<file path="src/rtl/insertion_sort_with_counts_defines.svh">
// assertion helpers for the sorter rtl
`ifndef INSERTION_SORT_WITH_COUNTS_DEFINES_SVH
`define INSERTION_SORT_WITH_COUNTS_DEFINES_SVH

// same-cycle implication, checked on every rising edge out of reset
`define ISWC_ASSERT_NOW(label, ante, cons) \
	label: assert property (@(posedge clk) disable iff (!arst_n) (ante) |-> (cons)) \
		else $error("iswc: same-cycle check failed");

// next-cycle implication
`define ISWC_ASSERT_NEXT(label, ante, cons) \
	label: assert property (@(posedge clk) disable iff (!arst_n) (ante) |=> (cons)) \
		else $error("iswc: next-cycle check failed");

`endif

</file>
<file path="src/rtl/iswc_pkg.sv">
package iswc_pkg;

	localparam int DATA_W = 32;
	localparam int CNT_W  = 12;

	// signed ordering of two stored words
	function automatic logic greater_signed(input logic [DATA_W-1:0] a,
		input logic [DATA_W-1:0] b);
		return $signed(a) > $signed(b);
	endfunction

endpackage

</file>
<file path="src/rtl/iswc_ram.sv">
module iswc_ram #(
	parameter int WIDTH = 32,
	parameter int DEPTH = 64
) (
	input  logic                     clk,
	input  logic                     we,
	input  logic [$clog2(DEPTH)-1:0] waddr,
	input  logic [WIDTH-1:0]         wdata,
	input  logic [$clog2(DEPTH)-1:0] raddr,
	output logic [WIDTH-1:0]         rdata
);

	logic [WIDTH-1:0] mem [DEPTH];

	always_ff @(posedge clk) begin
		if (we) begin
			mem[waddr] <= wdata;
		end
		rdata <= mem[raddr];
	end

endmodule

</file>
<file path="src/rtl/insertion_sort_with_counts.sv">
// Insertion sorter. Each request (start while busy is low) carries one signed value; it is
// placed into a sorted single-port-write memory by shifting larger entries up one slot per
// cycle. The first value of a set is written at once and leaves busy low. Any later value
// keeps busy high until it has been placed, so the next request waits for the shifting to
// end. A value arriving while the store holds MAX_ITEMS entries is dropped. A request
// with final_item set is then followed by the whole set in ascending order, one result per
// cycle marked by strobe, with end_of_set on the largest; the receiver cannot stall, so
// results must be taken as they come. After the emission the store and counts start afresh.
module insertion_sort_with_counts #(
	parameter int MAX_ITEMS = 64
) (
	input  logic                                clk,
	input  logic                                arst_n,
	input  logic                                start,
	output logic                                busy,
	input  logic signed [iswc_pkg::DATA_W-1:0]  value,
	input  logic                                final_item,
	output logic                                strobe,
	output logic signed [iswc_pkg::DATA_W-1:0]  sorted_value,
	output logic                                end_of_set,
	output logic [iswc_pkg::CNT_W-1:0]          move_count,
	output logic [iswc_pkg::CNT_W-1:0]          compare_count
);

	import iswc_pkg::*;

	`include "insertion_sort_with_counts_defines.svh"

	localparam int ADDR_W = $clog2(MAX_ITEMS);
	localparam int FILL_W = $clog2(MAX_ITEMS + 1);

	typedef enum logic [1:0] {S_IDLE, S_SHIFT, S_EMIT, S_CLEAR} state_t;

	state_t              state_q;
	logic [FILL_W-1:0]   fill_q;
	logic [FILL_W-1:0]   pos_q;
	logic [ADDR_W-1:0]   emit_idx_q;
	logic [DATA_W-1:0]   v_q;
	logic                final_q;
	logic [CNT_W-1:0]    moves_q;
	logic [CNT_W-1:0]    compares_q;
	logic                strobe_q;
	logic                last_q;

	logic                ram_we;
	logic [ADDR_W-1:0]   ram_waddr;
	logic [DATA_W-1:0]   ram_wdata;
	logic [ADDR_W-1:0]   ram_raddr;
	logic [DATA_W-1:0]   ram_rdata;

	logic [FILL_W-1:0]   fill_m1;
	logic [FILL_W-1:0]   pos_m2;
	logic                shift_up;
	logic [CNT_W-1:0]    step_inc;

	assign fill_m1  = fill_q - FILL_W'(1);
	assign pos_m2   = pos_q - FILL_W'(2);
	// rdata holds the entry just below pos while shifting
	assign shift_up = (pos_q != '0) && greater_signed(ram_rdata, v_q);
	assign step_inc = CNT_W'(fill_q) - CNT_W'(pos_q) + CNT_W'(1);

	always_comb begin
		ram_we    = 1'b0;
		ram_waddr = '0;
		ram_wdata = v_q;
		ram_raddr = '0;
		unique case (state_q)
			S_IDLE: begin
				ram_we    = start && (fill_q == '0);
				ram_wdata = value;
				ram_raddr = fill_m1[ADDR_W-1:0];
			end
			S_SHIFT: begin
				ram_we    = 1'b1;
				ram_waddr = pos_q[ADDR_W-1:0];
				ram_wdata = shift_up ? ram_rdata : v_q;
				ram_raddr = pos_m2[ADDR_W-1:0];
			end
			S_EMIT: begin
				ram_raddr = emit_idx_q;
			end
			S_CLEAR: begin
				ram_raddr = '0;
			end
			default: begin
				ram_raddr = '0;
			end
		endcase
	end

	iswc_ram #(
		.WIDTH(DATA_W),
		.DEPTH(MAX_ITEMS)
	) u_store (
		.clk  (clk),
		.we   (ram_we),
		.waddr(ram_waddr),
		.wdata(ram_wdata),
		.raddr(ram_raddr),
		.rdata(ram_rdata)
	);

	always_ff @(posedge clk or negedge arst_n) begin
		if (!arst_n) begin
			state_q    <= S_IDLE;
			fill_q     <= '0;
			pos_q      <= '0;
			emit_idx_q <= '0;
			v_q        <= '0;
			final_q    <= 1'b0;
			moves_q    <= '0;
			compares_q <= '0;
			strobe_q   <= 1'b0;
			last_q     <= 1'b0;
		end else begin
			strobe_q <= 1'b0;
			last_q   <= 1'b0;
			unique case (state_q)
				S_IDLE: begin
					emit_idx_q <= '0;
					if (start) begin
						v_q     <= value;
						final_q <= final_item;
						priority if (fill_q == FILL_W'(MAX_ITEMS)) begin
							// store full: value dropped
							state_q <= final_item ? S_EMIT : S_IDLE;
						end else if (fill_q == '0) begin
							fill_q  <= FILL_W'(1);
							state_q <= final_item ? S_EMIT : S_IDLE;
						end else begin
							pos_q   <= fill_q;
							state_q <= S_SHIFT;
						end
					end
				end
				S_SHIFT: begin
					if (shift_up) begin
						pos_q <= pos_q - FILL_W'(1);
					end else begin
						moves_q    <= moves_q + step_inc;
						compares_q <= compares_q + step_inc;
						fill_q     <= fill_q + FILL_W'(1);
						state_q    <= final_q ? S_EMIT : S_IDLE;
					end
				end
				S_EMIT: begin
					strobe_q   <= 1'b1;
					emit_idx_q <= emit_idx_q + ADDR_W'(1);
					if (emit_idx_q == fill_m1[ADDR_W-1:0]) begin
						last_q  <= 1'b1;
						state_q <= S_CLEAR;
					end
				end
				S_CLEAR: begin
					// last result is on the ports this cycle
					fill_q     <= '0;
					moves_q    <= '0;
					compares_q <= '0;
					state_q    <= S_IDLE;
				end
				default: begin
					state_q <= S_IDLE;
				end
			endcase
		end
	end

	assign busy          = (state_q != S_IDLE);
	assign strobe        = strobe_q;
	assign end_of_set    = last_q;
	assign sorted_value  = $signed(ram_rdata);
	assign move_count    = moves_q;
	assign compare_count = compares_q;

	`ISWC_ASSERT_NOW(a_counts_equal, 1'b1, moves_q == compares_q)
	`ISWC_ASSERT_NOW(a_fill_bound, 1'b1, fill_q <= FILL_W'(MAX_ITEMS))
	`ISWC_ASSERT_NOW(a_pos_bound, state_q == S_SHIFT, pos_q < fill_q + FILL_W'(1))
	`ISWC_ASSERT_NOW(a_strobe_busy, strobe_q, busy)
	`ISWC_ASSERT_NEXT(a_set_closed, strobe_q && last_q, !strobe_q && fill_q == '0)

endmodule

</file>
<file path="config.mk">
export PLATFORM = sky130hd
export DESIGN_NAME = insertion_sort_with_counts
export DESIGN_NICKNAME = d
export VERILOG_FILES = /design/src/rtl/iswc_pkg.sv /design/src/rtl/iswc_ram.sv /design/src/rtl/insertion_sort_with_counts.sv
export VERILOG_INCLUDE_DIRS = /design/src /design/src/rtl
export SDC_FILE = /design/constraint.sdc
export NUM_CORES = 2
export LEC_CHECK = 0
export BUFFER_PORTS_ARGS = -buffer_cell sky130_fd_sc_hd__buf_2
export CAP_MARGIN = 20
export CORE_MARGIN = 1.5
export CORE_UTILIZATION = 43
export CTS_CLUSTER_SIZE = 24
export DETAILED_ROUTE_END_ITERATION = 10
export PLACE_DENSITY_LB_ADDON = 0.12
export SLEW_MARGIN = 10
export SYNTH_ARGS = -nofsm -noshare
export SYNTH_HDL_FRONTEND = slang
export SYNTH_SLANG_ARGS = --single-unit
</file>
<file path="constraint.sdc">
create_clock -name clk -period 13.1 [get_ports clk]
set_clock_uncertainty 0.05 [all_clocks]
set_input_delay 2.62 -clock clk [delete_from_list [all_inputs] [get_ports clk]]
set_output_delay 2.62 -clock clk [all_outputs]
set_load 0.02 [all_outputs]
</file>
# [Word level (Yosys, flattened, before mapping)]
# Memories as Yosys holds them, arrays and structs flattened. A register that Yosys moved wholly into a read port is not among the register bits.
# Cells that the tools add are included.
[classes] n_addsub=9 magnitude_cmp=1 n_eq_ne=12 muxes=33 reduce_logical=15
[op_table] op="one-hot mux 32 bit (2 select lines)" count=1
[op_table] op="2-to-1 mux 7 bit" count=8
[op_table] op="one-hot mux 12 bit (2 select lines)" count=2
[op_table] op="> comparator 32 bit" count=1
[op_table] op="2-to-1 mux 32 bit" count=1
[op_table] op="adder 12 bit" count=2
[op_table] op="2-to-1 mux 12 bit" count=2
[op_table] op="one-hot mux 6 bit (4 select lines)" count=1
[op_table] op="one-hot mux 7 bit (3 select lines)" count=1
[op_table] op="2-to-1 mux 2 bit" count=7
[op_table] op="inequality test 2 bit, second input constant" count=7
[op_table] op="one-hot mux 7 bit (2 select lines)" count=1
[op_table] op="one-hot mux 6 bit (2 select lines)" count=1
[op_table] op="AND reduction 5 bit" count=2
[op_table] op="adder 8 x 2 -> 9 bit, second input constant" count=1
[op_table] op="one-hot mux 2 bit (4 select lines)" count=1
[op_table] op="nonzero test 2 bit" count=4
[op_table] op="subtractor 7 x 7 -> 8 bit" count=1
[op_table] op="adder 7 x 1 -> 7 bit, second input constant" count=1
[op_table] op="equality test 7 bit, second input constant" count=1
[op_table] op="logical NOT 7 bit" count=1
[op_table] op="nonzero test 7 bit" count=1
[op_table] op="subtractor 7 x 1 -> 7 bit, second input constant" count=1
[op_table] op="adder 6 x 1 -> 6 bit, second input constant" count=1
[op_table] op="13 further kinds" count=20
[word_totals] reg_bits=81 ram_bits=2048 inputBits=36 out_inout_bits=59 mem_count=1
[memory_table] memory="u_store.mem" words=64 word_bits=32 rd=1 rd_clocked_by_memory_dff=1 wr=1 line="iswc_ram.sv:13" source="logic [WIDTH-1:0] mem [DEPTH];"

# [Longest topological paths before layout]
[depth] ltp_word=5 depth_mapped=20 depth_no_buf=19

# [Hierarchy]
# A second synthesis with hierarchy kept.
[unflattened] hier_cells=4139 hier_area_um2=85216.7
[by_module_without_submodules] mod="iswc_ram" n_inst=1 cells_each=3324 area_each_um2=78515.3 seq_area_each_um2=62139.6
[by_module_without_submodules] mod="insertion_sort_with_counts" n_inst=1 cells_each=815 area_each_um2=6701.4 seq_area_each_um2=2026.9

# [Worst setup path after synthesis]
# Ideal clock, no wire load.
[synth_path] path_kind="input port to flip-flop" startpoint="input start" endpoint="memory u_store.mem[0][0] (enable)" setup_time_ps=421 t_arrival_ps=4310 required_ps=12629 path_slack_ps=8319 stages=3 cell_sequence="and2_1 -> a22oi_1 -> nor2_1"
[synth_via] elab_chain_cells=4
[synth_rtl] element="start, declared" line="insertion_sort_with_counts.sv:14" source="input logic start,"
[synth_rtl] element="logical AND 1 bit" line="insertion_sort_with_counts.sv:69" source="ram_we = start && (fill_q == '0);"
[synth_rtl] element="one-hot mux 1 bit (2 select lines)" line="insertion_sort_with_counts.sv:67" source="unique case (state_q)"
[synth_rtl] element="2-to-1 mux 1 bit" line="iswc_ram.sv:16" source="if (we) begin"
[synth_rtl] element="2-to-1 mux 1 bit (implied by the code)" line="iswc_ram.sv:17" source="mem[waddr] <= wdata;"
[synth_rtl] element="end, declared" line="iswc_ram.sv:13"
# Every way passes these cells.

# [Worst setup path after layout]
[layout_path] startpoint="register state_q[0]" endpoint="register u_store.rdata[5] (read register of u_store.mem)"
[layout_via] elab_chain_cells=2 elab_cells_between_ends=5 cone_classes="3 x eq/ne; 1 x mux; 1 x reduce/logical"
[layout_rtl] element="start, declared" line="insertion_sort_with_counts.sv:34" source="state_t state_q;"
[layout_rtl] element="start signal, assigned" line="insertion_sort_with_counts.sv:126" source="state_q <= final_item ? S_EMIT : S_IDLE;"
[layout_rtl] element="start signal, assigned" line="insertion_sort_with_counts.sv:129" source="state_q <= final_item ? S_EMIT : S_IDLE;"
[layout_rtl] element="start signal, assigned" line="insertion_sort_with_counts.sv:143" source="state_q <= final_q ? S_EMIT : S_IDLE;"
[layout_rtl] element="equality test 2 bit (tied with other cells)" line="insertion_sort_with_counts.sv:67"
[layout_rtl] element="one-hot mux 6 bit (4 select lines) *" line="insertion_sort_with_counts.sv:67"
[layout_rtl] element="end, declared" line="iswc_ram.sv:10" source="output logic [WIDTH-1:0] rdata"
# Mark *: on every way between the ends. The rest lies on a longest branch, timed or not.
# A chain may end at the register's enable or synchronous reset.

==> impl_metrics.toml <==
[setup_path]
crit_type = "flop to flop"
critPathLaunch = "state_q[0]"
r2r-start = "state_q[0]"
startpoint_type = "flop"
cp_max_fo = 156
critPathCaptureType = "flop"
crit_slowest_cell = "dfrtp_1"
crit_chain = "inv_2, nand2_2, inv_2, a2bb2oi_4, buf_4, buf_12, buf_12, nand2_1, and3_1, a311oi_1, a31oi_1, a22o_1, nor4_2"
reg2reg_depth = 13
endpoint = "u_store.rdata[5]"
slowest_delay_ns = 1.00
cp_data_required_time_ns = 13.73
rrSetupSlack_ns = 6.97
arrival_ns = 6.76
r2r_end = "u_store.rdata[5]"

[placement]
hpwl_mm = 150
io_buffers = 94
dpl_cell_area_um2 = 92300
place.gp.congestion = 0.917

[grt]
grt_pass1_wl_mm = 407
busiest_layer = "met2"
grt_start_max_net_pins = 170
use_met3_pct = 4.72
antenna_found_initial = 12
grtUsageMet1_pct = 38.7
grt_util_met2_pct = 41.7
grt_usage_pct = 27.1
grt_pass1_vias = 54869
gr-total-overflow = 0

[pwr]
switching_share_pct = 19.8
finalPower_mw = 13.6
clkPwrFrac_pct = 45.0
p_seq_share_pct = 54.8
powerDensity_nw_per_um2 = 136
irDropWorstVdd_mv = 0.105
p_sw_mw = 2.68
p_int_mw = 10.9
p_comb_share_pct = 0.2
p_leak_nw = 38.1

[floorplan]
ios = 95
std_cell_rows = 166
die_w_um = 456
core-area_um2 = 204000
start_util_pct = 43.2
die_y_um = 456
die-area_um2 = 208000

[clock_tree]
cts_tree = "built"
cts_buffer_depth = 3
clock_sinks = 2161
cts_resized = 0
htree_levels = 4
cts_buffers = 218
cts_hold_buf = 0
clk_pin_slew_ns = 0.07
post-cts-setup-buffers = 0
clk_latency_ns = 0.88
cts-root-buf = "clkbuf_16"

[final_layout]
final_util_pct = 48.7
area_growth_pct = 12.6
layout.nets = 7234
drive_gt1_share_pct = 10.6
finalInstanceArea_um2 = 99600

[yosys]
synth_top_cell_by_area = "edfxtp_1"
ys.flop_type = "edfxtp_1"
yosysSeqAreaShare_pct = 72.6
synthTopCellsByArea = "edfxtp_1 70%, nand2_1 9.3%, nand3_1 4.5%"
synth_cell_types = 75
synth_top_cell_area_share_pct = 69.6
synthCells = 7092
synth_fp_nets = 7201
async_flop_share_pct = 3.75
ys_seq_elements = 2161
syn_area_um2 = 88400
synth_commonest_cells = "2190 x nand2_1, 2048 x edfxtp_1, 788 x nand3_1"
synth_edf_count = 2048
ys_warn_count = 0
syn_avg_cell_area_um2 = 12.5
synth.most_common_cell = "nand2_1"

[outcome]
outcome = "finished, final reports clean"

[sta]
timing.fmax_mhz = 163
fin_tns_setup_ns = 0
period_minus_slack_ns = 6.13
hold_violations = 0
worst_pin_slew_ns = 1.24
finalSetupViolations = 0
drv_slew = 0
relSlewSlack_pct = 17.1
rsz0062_at_grt = "no"
finalCritPeriodShare_pct = 46.8
holdWs_ns = 0.476

[detailed_routing]
ant_nets = 0
vias = 58526
wl_mm = 287
drt-pass1-iter-count = 6
drc_errors = 0
wl_per_cell_um = 28.7
first_iter_violations = 7279
viasPerCell = 5.84

[hold_path]
hold_path.class = "flop to flop"

[run]
max-cap-violations = 0
## final cells by class
type	count	area (um2)
multi-input combinational	4414	22600
antenna	7	17.5
clock inverter	126	1080
sequential	2161	64200
tap	2688	3360
clock buffer	289	5870
fill	18041	105000
timing repair buffer	271	2250
inverter	59	221
## worst max-delay path: cells and delay by family, from the launching register on
family,cells,cell delay [ns]
flops,1,1.00
buf+inv,5,2.12
simple gates,4,1.17
compound gates,4,1.25
## layer usage
metal  part of all wire [%]  vias up
met3                    8.3      467
met1                     43    29572
li1                       -    25904
met4                    3.8        0
met2                     45     2583
met5                      0        -
## worst min-delay path by stage
| stage | start | to | slack, ns | depth (start not counted) |
|---|---|---|---|---|
| 4_1_cts | final_q | final_q | 0.48 | 1 |
| 3_3_place_gp | final_q | final_q | 0.46 | 1 |
| 6_report | final_q | final_q | 0.48 | 1 |
| 5_1_grt | final_q | final_q | 0.50 | 1 |
| 2_1_floorplan | final_q | final_q | 0.43 | 1 |
| 3_5_place_dp | final_q | final_q | 0.47 | 1 |
## registers in the layout, summed over array words and instances (netlist names)
name	flops
emit_idx_q	6
end_of_set	1
pos_q	7
u_store.mem	2048
compare_count	12
strobe	1
move_count	12
state_q	2
u_store.rdata	32
final_q	1
fill_q	7
v_q	32
## power groups by stage
stage	Sequential [mW]	Combinational (mW)	Clock (mW)
2_1_floorplan	7.59	0.000436	0
3_3_place_gp	7.59	0.0228	0
3_5_place_dp	7.59	0.0229	0
4_1_cts	7.44	0.0229	6.20
5_1_grt	7.44	0.0230	6.45
6_report	7.44	0.0228	6.11
## cells in the final DEF (no fill, tap or decap), types with 66 or more instances in the layout
cell	netlist	routed
a31oi_1	115	115
clkbuf_16	0	221
edfxtp_1	2048	2048
dfrtp_1	81	81
and3_1	166	166
a22o_1	74	74
ha_1	70	70
buf_2	194	93
nand3_1	788	787
nor2_1	219	149
nor2_4	0	67
nand2_1	2190	2158
a21oi_1	220	219
a311oi_1	140	140
o22ai_1	66	66
buf_4	24	143
o21ai_0	69	69
## cell families (layout without fill, tap and decap cells)
logic type / Yosys count / count (layout) / share of synthesized area (%)
buffers and inverters: 517 / 745 / 2.64
DFF: 2161 / 2161 / 72.6
AOI/OAI and AO/OA: 809 / 809 / 6.20
other: 0 / 7 / 0
xor gates and xnor gates: 36 / 36 / 0.357
and+or+nand+nor: 3485 / 3485 / 17.0
adders and majority gates: 73 / 73 / 1.06
muxes: 11 / 11 / 0.140
## through the flow
stage | cells | setup slack (ns)
6_report | 10015 | 6.97
3_3_place_gp | 9568 | 7.06
2_1_floorplan | 7092 | 8.32
3_5_place_dp | 9579 | 7.00
5_1_grt | 10012 | 6.49
4_1_cts | 9994 | 7.00
Power figures use the tool's default switching activity.
